### src/rtl/rsi_pkg.sv
// ----------------------------------------------------------------------------
// rsi_pkg: shared definitions of the RGBA span interpolator
// Default parameters, channel indexes, and the control structs that run
// between the sequencer, the channel lanes and the output merge.
// ----------------------------------------------------------------------------
package rsi_pkg;

  localparam int unsigned MaxSpanDef   = 64;
  localparam int unsigned FracBitsDef  = 16;
  localparam int unsigned CoordBitsDef = 12;

  localparam int unsigned ChanBits = 8;
  localparam int unsigned IdxBits  = 6;
  localparam int unsigned NumChan  = 4;

  // Lane order inside the packed channel vectors
  localparam int unsigned ChRed   = 0;
  localparam int unsigned ChGreen = 1;
  localparam int unsigned ChBlue  = 2;
  localparam int unsigned ChAlpha = 3;

  typedef logic [ChanBits-1:0] chan_t;

  typedef struct packed {
    logic start;
    logic advance;
  } lane_ctrl_t;

  typedef struct packed {
    logic               valid;
    logic [IdxBits-1:0] step_index;
    logic               last;
    logic               truncated;
  } beat_ctrl_t;

endpackage

### src/rtl/rsi_lane.sv
// ----------------------------------------------------------------------------
// rsi_lane: one color channel of the span interpolator
// Restoring divider for the fixed-point slope, one quotient bit per cycle,
// then an accumulator that steps by the slope once per emitted beat.
// ----------------------------------------------------------------------------
module rsi_lane import rsi_pkg::*; #(
  parameter int unsigned FracBits  = FracBitsDef,
  parameter int unsigned CoordBits = CoordBitsDef
) (
  input  logic                 clk_i,
  input  logic                 rst_ni,
  input  lane_ctrl_t           ctrl_i,
  input  chan_t                start_chan_i,
  input  chan_t                end_chan_i,
  input  logic [CoordBits-1:0] dist_i,
  output logic                 busy_o,
  output chan_t                value_o
);

  localparam int unsigned QuoBits = ChanBits + FracBits;
  localparam int unsigned AccBits = QuoBits + 2;
  localparam int unsigned IntBits = AccBits - 1 - FracBits;
  localparam int unsigned CntBits = $clog2(QuoBits + 1);

  logic                 busy_q;
  logic [CntBits-1:0]   cnt_q;
  logic [CoordBits-1:0] rem_q, rem_d;
  logic [QuoBits-1:0]   quo_q;
  logic [CoordBits-1:0] div_q;
  logic                 neg_q;
  logic [AccBits-1:0]   acc_q;

  logic [CoordBits:0]   trial;
  logic [CoordBits:0]   trial_sub;
  logic                 trial_ge;
  chan_t                mag;
  logic [AccBits-1:0]   slope;
  logic [IntBits-1:0]   int_part;

  assign mag = (end_chan_i >= start_chan_i) ? end_chan_i - start_chan_i
                                            : start_chan_i - end_chan_i;

  // Shift in the next dividend bit, subtract the distance where it fits
  assign trial     = {rem_q, quo_q[QuoBits-1]};
  assign trial_ge  = trial >= {1'b0, div_q};
  assign trial_sub = trial - {1'b0, div_q};
  assign rem_d     = trial_ge ? trial_sub[CoordBits-1:0] : trial[CoordBits-1:0];

  assign slope = neg_q ? AccBits'(0) - {2'b00, quo_q} : {2'b00, quo_q};

  always_ff @(posedge clk_i or negedge rst_ni) begin
    if (!rst_ni) begin
      busy_q <= 1'b0;
      cnt_q  <= '0;
    end else if (ctrl_i.start) begin
      busy_q <= 1'b1;
      cnt_q  <= CntBits'(QuoBits);
    end else if (busy_q) begin
      busy_q <= (cnt_q != CntBits'(1));
      cnt_q  <= cnt_q - CntBits'(1);
    end
  end

  always_ff @(posedge clk_i) begin
    if (ctrl_i.start) begin
      div_q <= dist_i;
      rem_q <= '0;
      quo_q <= {mag, {FracBits{1'b0}}};
      neg_q <= end_chan_i < start_chan_i;
      acc_q <= {2'b00, start_chan_i, {FracBits{1'b0}}};
    end else if (busy_q) begin
      rem_q <= rem_d;
      quo_q <= {quo_q[QuoBits-2:0], trial_ge};
    end else if (ctrl_i.advance) begin
      acc_q <= acc_q + slope;
    end
  end

  // Truncate to the integer part, clamp to the channel range
  assign int_part = acc_q[AccBits-2:FracBits];

  always_comb begin
    if (acc_q[AccBits-1]) begin
      value_o = '0;
    end else if (int_part[IntBits-1:ChanBits] != '0) begin
      value_o = '1;
    end else begin
      value_o = int_part[ChanBits-1:0];
    end
  end

  assign busy_o = busy_q;

  a_no_start_while_busy: assert property (@(posedge clk_i) disable iff (!rst_ni)
    ctrl_i.start || ctrl_i.advance |-> !busy_q)
    else $error("lane restarted or stepped during division");

endmodule

### config.mk
export PLATFORM = sky130hd
export DESIGN_NAME = rsi_lane
export DESIGN_NICKNAME = d
export VERILOG_FILES = /design/src/rtl/rsi_pkg.sv /design/src/rtl/rsi_lane.sv
export SDC_FILE = /design/constraint.sdc
export NUM_CORES = 1
export LEC_CHECK = 0
export ABC_AREA = 1
export BUFFER_PORTS_ARGS = -buffer_cell sky130_fd_sc_hd__buf_2
export CORE_ASPECT_RATIO = 1.4
export CORE_MARGIN = 3
export CORE_UTILIZATION = 42
export CTS_BUF_LIST = sky130_fd_sc_hd__clkbuf_2 sky130_fd_sc_hd__clkbuf_4 sky130_fd_sc_hd__clkbuf_8
export DETAILED_ROUTE_END_ITERATION = 8
export GPL_TIMING_DRIVEN = 0
export PLACE_DENSITY_LB_ADDON = 0.3
export SKIP_CTS_REPAIR_TIMING = 1
export SYNTH_ARGS = -nofsm -noshare
export SYNTH_HDL_FRONTEND = slang
export SYNTH_SLANG_ARGS = --single-unit
### constraint.sdc
create_clock -name clk_i -period 7.65 [get_ports clk_i]
set_input_delay 1.1475 -clock clk_i [delete_from_list [all_inputs] [get_ports clk_i]]
set_output_delay 1.1475 -clock clk_i [all_outputs]
set_load 0.01 [all_outputs]
### Word-level counts from Yosys, hierarchy flattened

Cells that the tools add are included.

* magnitude comparators: 3
* reductions and logical operators: 4
* bitwise operators: 1
* equality and inequality tests: 2
* multiplexer cells: 14
* add/subtract/negate cells: 6

Operators by type and width (count)
* 24-bit two-way mux: 5
* 26-bit adder: 1
* 26-bit two-way mux: 1
* 1-bit by 24-bit subtractor with 25-bit output (first input constant): 1
* 8-bit two-way mux: 3
* 8-bit subtractor: 2
* 13-bit by 12-bit >= comparator with 1-bit output: 1
* 12-bit two-way mux: 1
* 12-bit subtractor: 1
* 5-bit two-way mux: 2
* 8-bit >= comparator: 1
* 8-bit less-than comparator: 1
* 5-bit by 1-bit != test with 1-bit output (second input constant): 1
* 5-bit by 1-bit subtractor with 5-bit output (second input constant): 1
* 2-bit AND reduction: 2
* 2-bit nonzero test: 2
* 1-bit two-way mux: 2
* 2-bit != test (second input constant): 1
* 1-bit NOT: 1

* output and inout bits: 9
* logic and storage cells: 39
* bits in registers: 81

### Longest topological paths before layout

Gate-level depths: netlist of the first run.

* depth in word-level cells: 6
* mapped depth: 21
* depth with buffers taken out: 21

### Worst setup path after synthesis of the first run

OpenSTA, ideal clock, no wires.

* path kind: input-to-reg
* from: input port end_chan_i[0]
* to: register quo_q[17] (data pin)
* stages: 11
* data required time: 7.396 ns
* arrival: 2.467 ns
* slack: 4.930 ns
* cell sequence: inv_1 ha_1 fa_1 o21ai_1 nand2_1 nand2_1 nor2_4 inv_2 nand2_1 nand3_1 nand2_1

* word-level cells in the longest chain between the ends: 3
* elaborated cells on any way between the ends: 5
* those cells by class: add/sub (2); order compare (1); mux (2)

Ends and longest elaborated chain
* start: declaration: line rsi_lane.sv:14 `input chan_t end_chan_i,`
* 8-bit subtractor, or another cell as far along: line rsi_lane.sv:41 `: start_chan_i - end_chan_i;`
* 8-bit two-way mux (*): line rsi_lane.sv:40 `assign mag = (end_chan_i >= start_chan_i) ? end_chan_i - start_chan_i`
* 24-bit two-way mux (*): line rsi_lane.sv:65 `if (ctrl_i.start) begin`
* end signal: assignment: line rsi_lane.sv:68 `quo_q <= {mag, {FracBits{1'b0}}};`
* end signal: assignment: line rsi_lane.sv:73 `quo_q <= {quo_q[QuoBits-2:0], trial_ge};`
* end: declaration: line rsi_lane.sv:28 `logic [QuoBits-1:0] quo_q;`

Mark *: on every way between the ends. The rest lies on a longest branch, timed or not.
A chain may end at the register's enable or synchronous reset.

### Final worst setup path of the first run

* from: register quo_q[0]
* to: register acc_q[19] (data pin)

* word-level cells in the longest chain between the ends: 6

Ends and longest elaborated chain
* 1-bit by 24-bit subtractor with 25-bit output: line rsi_lane.sv:49 `assign slope = neg_q ? AccBits'(0) - {2'b00, quo_q} : {2'b00, quo_q};`
* 26-bit two-way mux (*): line rsi_lane.sv:49
* 26-bit adder (*): line rsi_lane.sv:75 `acc_q <= acc_q + slope;`
* 24-bit two-way mux (*): line rsi_lane.sv:74 `end else if (ctrl_i.advance) begin`
* 24-bit two-way mux (*): line rsi_lane.sv:71 `end else if (busy_q) begin`
* 24-bit two-way mux (*): line rsi_lane.sv:65
* end signal: assignment: line rsi_lane.sv:70 `acc_q <= {2'b00, start_chan_i, {FracBits{1'b0}}};`
* end signal: assignment: line rsi_lane.sv:75
* end: declaration: line rsi_lane.sv:31 `logic [AccBits-1:0] acc_q;`

Mark *: on every way between the ends. The rest lies on a longest branch, timed or not. The select of a mux whose other input is x is not followed.

==> results of run 1 <==
==> registers in the layout, summed over array words and instances, names as in the netlist <==
| name | cells |
|---|---|
| acc_q | 26 |
| busy_o | 1 |
| cnt_q | 5 |
| div_q | 12 |
| neg_q | 1 |
| quo_q | 24 |
| rem_q | 12 |
==> synth_stat cells <==
cell	n
nand3_1	62
ha_1	61
o21ai_0	37
nor2_4	2
nand2_1	283
edfxtp_1	29
xor2_1	34
and2_1	1
nand3_2	3
nand2_2	3
fa_1	4
o21bai_1	8
a31oi_1	5
inv_2	2
nand4_1	20
inv_1	145
nor2_2	4
nor3_1	6
buf_6	1
a21oi_1	50
o21a_1	1
xnor2_1	12
nor2_1	123
nor3b_2	1
clkbuf_1	13
a21oi_2	3
nor3_2	3
buf_2	8
a21o_1	6
o21ai_1	8
dfxtp_1	46
o221ai_1	1
nor4_1	2
o22ai_1	18
dfrtp_1	6
o211ai_1	3
buf_4	1
clkbuf_2	1
==> critical path, stage by stage, from the launching register on <==
cell and delay [ns]:
dfxtp_1 0.33, inv_1 0.13, ha_1 0.19, nand3_1 0.11, nor2_1 0.31, nand3_1 0.16
nand2_1 0.12, o21ai_0 0.12, xor2_1 0.19, ha_1 0.37, nand2_1 0.14, nor2_1 0.20
inv_1 0.07, nor2_1 0.14, nand4_1 0.16, nand3_1 0.13, nand2_1 0.05, nand3_1 0.15
nand2_1 0.07
==> cells by family (layout without fill, tap and decap cells) <==
family                   after synthesis  count (layout)  synth area share
AO/OA/AOI/OAI                        140             140             0.116
XOR/XNOR                              46              46            0.0593
adder cells (fa/ha/maj)               65              65             0.124
buffers and inverters                171             227            0.0979
flip-flops                            81              81             0.286
AND/OR/NAND/NOR                      513             513             0.316
==> area by class of cell <==
type	instances	area (um2)
tap	196	245
timing repair buffer	40	200
sequential	81	1940
clock buffer	10	131
multi-input combinational	764	4180
inverter	147	552
clock inverter	6	42.5
fill	1660	8330
buffer	24	113
==> worst max-delay path by stage <==
stage / startpoint / endpoint / slack [ns] / cells after the start
6_report: quo_q[0]$_SDFFE_PP0P_ / acc_q[19]$_DFFE_PP_ / 4.26 / 18
5_1_grt: quo_q[1]$_SDFFE_PP0P_ / acc_q[21]$_DFFE_PP_ / 3.98 / 18
2_1_floorplan: end_chan_i[0] / quo_q[17]$_DFFE_PP_ / 4.93 / 11
3_3_place_gp: quo_q[0]$_SDFFE_PP0P_ / acc_q[19]$_DFFE_PP_ / 4.29 / 18
4_1_cts: quo_q[0]$_SDFFE_PP0P_ / acc_q[19]$_DFFE_PP_ / 4.28 / 18
3_5_place_dp: quo_q[0]$_SDFFE_PP0P_ / acc_q[19]$_DFFE_PP_ / 4.30 / 18
==> power by group through the flow <==
stage	Combinational (mW)	Sequential (mW)	Clock (mW)
after floorplan	0.711	0.549	0
after global placement	0.892	0.562	0
after detailed placement	0.903	0.562	0
after CTS	0.907	0.553	0.302
after global routing	1.04	0.562	0.313
final	0.905	0.553	0.291
==> layer usage <==
layer | global-route usage | up-vias | part of all wire
li1 | - | 3363 | -
met1 | 0.227 | 2935 | 0.41
met2 | 0.387 | 86 | 0.54
met3 | 0.0271 | 34 | 0.025
met4 | 0.0773 | 0 | 0.029
met5 | 0 | - | 0
==> impl_metrics.json, run 1 <==
{
  "dr.first_iter.drc_count": 223,
  "synth_area_leaders": "nand2_1 (16%), dfxtp_1 (14%), edfxtp_1 (13%)",
  "ys_seq_area_frac": 0.286,
  "tightest_slew_ns": 0.738,
  "cts.sinks": 81,
  "avgSynthCellArea_um2": 6.68,
  "worstHoldStart": "rem_q[8]$_SDFFE_PP0P_",
  "synth_cell_type_count": 38,
  "firstDrtPassIters": 7,
  "power_density_nw_per_um2": 236,
  "fin_skew_ns": 0.0152,
  "final_cells": 1268,
  "viasPerCell": 5.06,
  "hold_class": "reg -> reg",
  "tns_ns": 0,
  "fin_crit_ns": 3.39,
  "max_cap_violations": 0,
  "worstSetupEndpointType": "register",
  "layout_common_cells": "nand2_1 (283), inv_1 (145), nor2_1 (123), nand3_1 (62), ha_1 (61)",
  "cts.path.max_buffers": 2,
  "root_buffer": "clkbuf_8",
  "routed_wl_mm": 17.4,
  "grt_max_degree": 18,
  "hold_viol": 0,
  "die_y_um": 156,
  "finalPower_mw": 1.75,
  "slew_headroom": 0.508,
  "htree_num_levels": 3,
  "layout-drive-gt1-share": 0.0812,
  "row_count": 54,
  "placed_area_um2": 7230,
  "gp_congestion": 0.957,
  "timing.fmax_ghz": 0.295,
  "grt_antenna_before_repair": 0,
  "reg2regPathDepth": 18,
  "crit_type": "reg -> reg",
  "leakagePower_nw": 3.88,
  "syn_inst": 1016,
  "r2r_start": "quo_q[0]$_SDFFE_PP0P_",
  "rsz0062_at_grt": "false",
  "die_width_um": 113,
  "clkPwrFrac": 0.166,
  "ant_nets": 0,
  "io_buffers": 40,
  "p_int_mw": 0.965,
  "start_kind": "register",
  "tritoncts": "built",
  "design.core.area_um2": 15700,
  "finalInstanceArea_um2": 7410,
  "drc": 0,
  "num-nets-final": 1164,
  "finalCritPeriodShare": 0.444,
  "routedWlPerCell_um": 13.7,
  "vias": 6418,
  "dp_cells": 1252,
  "p_sw_mw": 0.784,
  "post-route-util": 0.471,
  "layout_commonest_cell": "nand2_1",
  "setup_viol": 0,
  "synth-warning-count": 0,
  "setup_slack_ns": 4.26,
  "cp.required_ns": 7.78,
  "synth_area_um2": 6790,
  "report.final.slew_viol_count": 0,
  "status": "finished, final reports clean",
  "initial_core_util": 0.431,
  "p_comb_frac": 0.517,
  "die_area_um2": 17700,
  "hpwlAfterDp_mm": 14.5,
  "power_frac_seq": 0.316,
  "ios": 41,
  "cts_buffers": 9,
  "cts.clk_slew.worst_paths_ns": 0.09,
  "place_ws_ns": 4.30,
  "path_max_fanout": 5,
  "regToRegSetupSlack_ns": 4.26,
  "track_usage": 0.203,
  "synth_top_area_share": 0.156,
  "grt_pass1_vias": 6258,
  "p_sw_frac": 0.448,
  "diodes": 0,
  "synth-seq-cells": 81,
  "grt_pass1_wl_mm": 29.0,
  "worstPathArrival_ns": 3.53,
  "hold_end": "rem_q[8]$_SDFFE_PP0P_",
  "ir_worst_vdd_mv": 0.165,
  "holdWs_ns": 0.478,
  "hold_path_depth": 2,
  "grt_overflow": 0,
  "synthToLayoutAreaGrowth_pct": 9.12,
  "clkLatencyLatePin_ns": 0.37,
  "syn_nets": 1113,
  "r2r_end": "acc_q[19]$_DFFE_PP_",
  "synth_top_area_cell": "nand2_1"
}
Note: power is estimated with default switching activity, not from simulation.
==> run 2: changes to the inputs <==
clock period = 3.3 ns   (was 7.65 ns; I/O delays follow)
==> impl_metrics.json, run 2 (synthesis results as in run 1) <==
{
  "largestRegisters": "acc_q x26, quo_q x24",
  "row_count": 54,
  "die_area_um2": 17700,
  "die_width_um": 113,
  "r2r_start": "quo_q[0]$_SDFFE_PP0P_",
  "synthToLayoutAreaGrowth_pct": 10.1,
  "htree_num_levels": 3,
  "status": "finished, final reports clean",
  "regToRegSetupSlack_ns": 0.20,
  "fin_skew_ns": 0.0152,
  "final_cells": 1269,
  "critPathMaxStageDelay_ns": 0.40,
  "initial_core_util": 0.431,
  "ir_worst_vdd_mv": 0.383,
  "gp_congestion": 0.957,
  "firstDrtPassIters": 5,
  "ios": 41,
  "regMostFlops": "acc_q",
  "routedWlPerCell_um": 13.7,
  "fin_crit_ns": 3.10,
  "ant_nets": 0,
  "crit_top_cell": "nand2_1",
  "cts.sinks": 81,
  "grt_pass1_vias": 6258,
  "place_ws_ns": -0.0467,
  "io_buffers": 40,
  "routed_wl_mm": 17.4,
  "track_usage": 0.203,
  "grt_overflow": 0,
  "diodes": 0,
  "tritoncts": "built",
  "dp_cells": 1252,
  "clkLatencyLatePin_ns": 0.37,
  "setup_slack_ns": 0.200,
  "worstSetupEndpointType": "register",
  "max_cap_violations": 0,
  "hold_viol": 0,
  "timing.fmax_ghz": 0.323,
  "finalCritPeriodShare": 0.940,
  "die_y_um": 156,
  "largest_register_ffs": 26,
  "leakagePower_nw": 3.90,
  "grt_pass1_wl_mm": 29.0,
  "grt_antenna_before_repair": 0,
  "hpwlAfterDp_mm": 14.5,
  "hold_end": "div_q[9]$_DFFE_PP_",
  "rsz0062_at_grt": "true",
  "worstPathArrival_ns": 3.24,
  "viasPerCell": 5.06,
  "vias": 6417,
  "drc": 0,
  "r2r_end": "acc_q[19]$_DFFE_PP_",
  "hold_class": "in -> reg",
  "dr.first_iter.drc_count": 247,
  "grt_max_degree": 18,
  "start_kind": "register",
  "power_density_nw_per_um2": 550,
  "cts_buffers": 9,
  "tns_ns": 0,
  "reg2regPathDepth": 18,
  "cp.required_ns": 3.43,
  "num-nets-final": 1165,
  "root_buffer": "clkbuf_8",
  "layout_commonest_cell": "nand2_1",
  "layout-drive-gt1-share": 0.0969,
  "report.final.slew_viol_count": 0,
  "hold_path_depth": 1,
  "design.core.area_um2": 15700,
  "tightest_slew_ns": 0.733,
  "cts.path.max_buffers": 2,
  "cts.clk_slew.worst_paths_ns": 0.09,
  "crit_type": "reg -> reg",
  "setup_viol": 0,
  "crit_slowest_cell": "ha_1",
  "slew_headroom": 0.512,
  "layout_common_cells": "nand2_1 (281), inv_1 (144), nor2_1 (116), nand3_1 (60), ha_1 (60)",
  "path_max_fanout": 5,
  "path_cells": "inv_1 -> ha_1 -> nand3_2 -> nor2_4 -> nand3_1 -> nand2_1 -> o21ai_0 -> xor2_1 -> ha_1 -> nand2_2 -> nor2_2 -> inv_1 -> nor2_1 -> nand4_1 -> nand3_1 -> nand2_1 -> nand3_2 -> nand2_1",
  "worstHoldStart": "dist_i[9]",
  "crit_start": "quo_q[0]$_SDFFE_PP0P_"
}
run 2: changes by cell type in the layout (fill, tap and decap cells not counted), sizes merged:
cell,previous run,this run
clkbuf,24,22
buf,50,52
dlygate4sd3,0,1
run 2: cell type report:
type / instances / area, um2
Timing Repair Buffer: 43 / 225
Multi-Input combinational cell: 764 / 4230
Inverter: 147 / 552
Clock inverter: 6 / 42.5
Sequential cell: 81 / 1940
Fill cell: 1661 / 8270
Buffer: 22 / 106
Clock buffer: 10 / 131
Tap cell: 196 / 245
run 2: where the power goes:
part / switching, mW / total [mW] / internal, mW
combinational: 1.34 / 2.15 / 0.813
clock: 0.387 / 0.671 / 0.283
sequential: 0.114 / 1.29 / 1.17
total: 1.84 / 4.11 / 2.27
run 2: critical path: cells and delay by family, from the launching register on:
kind	cells	cell delay, ns
AND/OR/NAND/NOR	12	1.44
buffers and inverters	2	0.19
AO/OA/AOI/OAI	1	0.11
adder cells (fa/ha/maj)	2	0.61
XOR/XNOR	1	0.18
flip-flops	1	0.33
run 2: per-layer routing:
layer	vias to the layer above	part of all wire	track usage	wire length (um)
li1	3371	-	-	-
met1	2911	0.40	0.227	6970
met2	102	0.53	0.387	9290
met3	33	0.035	0.0271	616
met4	0	0.029	0.0773	508
met5	-	0	0	0
run 2: worst max-delay path by stage:
stage	end	slack, ns	depth (start not counted)
2_1_floorplan	acc_q[19]$_DFFE_PP_	0.68	18
3_3_place_gp	acc_q[19]$_DFFE_PP_	-0.06	18
3_5_place_dp	acc_q[19]$_DFFE_PP_	-0.05	18
4_1_cts	acc_q[19]$_DFFE_PP_	-0.07	18
5_1_grt	acc_q[21]$_DFFE_PP_	-0.01	18
6_report	acc_q[19]$_DFFE_PP_	0.20	18
run 2: through the flow:
stage	instance area, um2	total power, mW	hold slack (ns)	util
3_3_place_gp	7230	3.37	0.325	0.460
2_1_floorplan	6790	2.92	0.199	-
5_1_grt	7480	4.51	0.276	0.475
6_report	7480	4.11	0.297	0.475
3_5_place_dp	7230	3.40	0.323	0.460
4_1_cts	7410	4.09	-0.0930	0.471
==> run 3: changes to the inputs <==
PLACE_DENSITY_LB_ADDON = default   (was 0.3)
==> impl_metrics.json, run 3 (synthesis results as in run 1) <==
{
  "cts.sinks": 81,
  "layout_common_cells": "nand2_1 (281), inv_1 (145), nor2_1 (116), nand3_1 (60), ha_1 (57)",
  "crit_type": "reg -> reg",
  "largestRegisters": "acc_q x26, quo_q x24",
  "timing.fmax_ghz": 0.320,
  "ant_nets": 0,
  "slew_headroom": 0.460,
  "path_max_fanout": 5,
  "tightest_slew_ns": 0.810,
  "grt_pass1_vias": 6391,
  "tritoncts": "built",
  "viasPerCell": 5.04,
  "setup_viol": 0,
  "power_density_nw_per_um2": 566,
  "initial_core_util": 0.431,
  "htree_num_levels": 3,
  "worstSetupEndpointType": "register",
  "grt_pass1_wl_mm": 29.6,
  "cts.clk_slew.worst_paths_ns": 0.09,
  "vias": 6401,
  "fin_crit_ns": 3.12,
  "dr.first_iter.drc_count": 318,
  "row_count": 54,
  "largest_register_ffs": 26,
  "max_cap_violations": 0,
  "fin_skew_ns": 0.0115,
  "die_y_um": 156,
  "routedWlPerCell_um": 14.1,
  "ir_worst_vdd_mv": 0.324,
  "hpwlAfterDp_mm": 14.7,
  "drc": 0,
  "grt_antenna_before_repair": 0,
  "finalCritPeriodShare": 0.947,
  "finalInstanceArea_um2": 7540,
  "clkLatencyLatePin_ns": 0.37,
  "start_kind": "register",
  "cp.required_ns": 3.43,
  "dp_cells": 1252,
  "regMostFlops": "acc_q",
  "leakagePower_nw": 3.93,
  "routed_wl_mm": 17.9,
  "io_buffers": 40,
  "num-nets-final": 1166,
  "diodes": 0,
  "placed_area_um2": 7230,
  "grt_max_degree": 18,
  "design.core.area_um2": 15700,
  "worstPathArrival_ns": 3.26,
  "status": "finished, final reports clean",
  "layout-drive-gt1-share": 0.0987,
  "synthToLayoutAreaGrowth_pct": 11.0,
  "ios": 41,
  "final_cells": 1270,
  "hold_class": "in -> reg",
  "cts_buffers": 9,
  "track_usage": 0.210,
  "die_area_um2": 17700,
  "layout_commonest_cell": "nand2_1",
  "die_width_um": 113,
  "hold_viol": 0,
  "report.final.slew_viol_count": 0,
  "firstDrtPassIters": 5,
  "holdWs_ns": 0.295,
  "finalPower_mw": 4.27,
  "grt_overflow": 0,
  "root_buffer": "clkbuf_8",
  "cts.path.max_buffers": 2,
  "gp_congestion": 0.923
}
-- run 3: changes by cell type in the layout (fill, tap and decap cells not counted), sizes merged --
cell / previous run / this run
bufinv: 0 / 2
clkinvlp: 2 / 0
buf: 52 / 53
clkinv: 2 / 3
inv: 149 / 148
-- run 3: worst paths after layout --
kind,from,to,slack [ns],cells after the start
min reg2reg,rem_q[7]$_SDFFE_PP0P_,rem_q[7]$_SDFFE_PP0P_,0.48,2
min in group asynchronous,rst_ni,cnt_q[2]$_DFFE_PN0P_,0.46,2
min,dist_i[7],div_q[7]$_DFFE_PP_,0.30,1
max in group asynchronous,rst_ni,cnt_q[1]$_DFFE_PN0P_,2.69,2
max reg2reg,quo_q[0]$_SDFFE_PP0P_,acc_q[22]$_DFFE_PP_,0.18,17
max,quo_q[0]$_SDFFE_PP0P_,acc_q[22]$_DFFE_PP_,0.18,17
-- run 3: cell type report --
type / instances / area, um2
well taps: 196 / 245
flip-flops and latches: 81 / 1940
fillers: 1675 / 8210
repair buffers: 44 / 233
multi-input cells: 764 / 4240
clock inverters: 6 / 92.6
clock buffers: 10 / 131
plain buffers: 22 / 106
inverters: 147 / 552
-- run 3: metal layers --
| metal | share of wire | track usage | vias up | wire length, um |
|---|---|---|---|---|
| li1 | - | - | 3380 | - |
| met1 | 0.42 | 0.228 | 2907 | 7450 |
| met2 | 0.52 | 0.399 | 81 | 9360 |
| met3 | 0.025 | 0.0298 | 33 | 439 |
| met4 | 0.036 | 0.0905 | 0 | 636 |
| met5 | 0 | 0 | - | 0 |
-- run 3: report_power, final --
group          switching [mW]  internal [mW]  total [mW]
Sequential              0.112           1.17        1.29
Clock                   0.396          0.440       0.836
Combinational            1.34          0.809        2.15
-- run 3: worst max-delay path: stages, from the launching register on --
cell and delay (ns):
dfxtp_1 0.33, inv_1 0.12, ha_2 0.21, nand3_2 0.10
nor2_4 0.15, nand2_1 0.13, o21ai_1 0.17, xor2_1 0.10
ha_2 0.39, nand2_1 0.11, inv_1 0.09, nand2_1 0.10
nor3_1 0.32, o21ai_0 0.27, nand3_1 0.13, nand2_1 0.05
nand3_1 0.07, nand2_1 0.05
-- run 3: per-stage QoR --
step	TNS [ns]	util	setup slack [ns]
6_report	0	0.479	0.176
3_5_place_dp	-0.216	0.460	-0.121
5_1_grt	-0.0221	0.479	-0.0221
3_3_place_gp	-0.183	0.460	-0.126
2_1_floorplan	0	-	0.684
4_1_cts	-0.317	0.474	-0.152
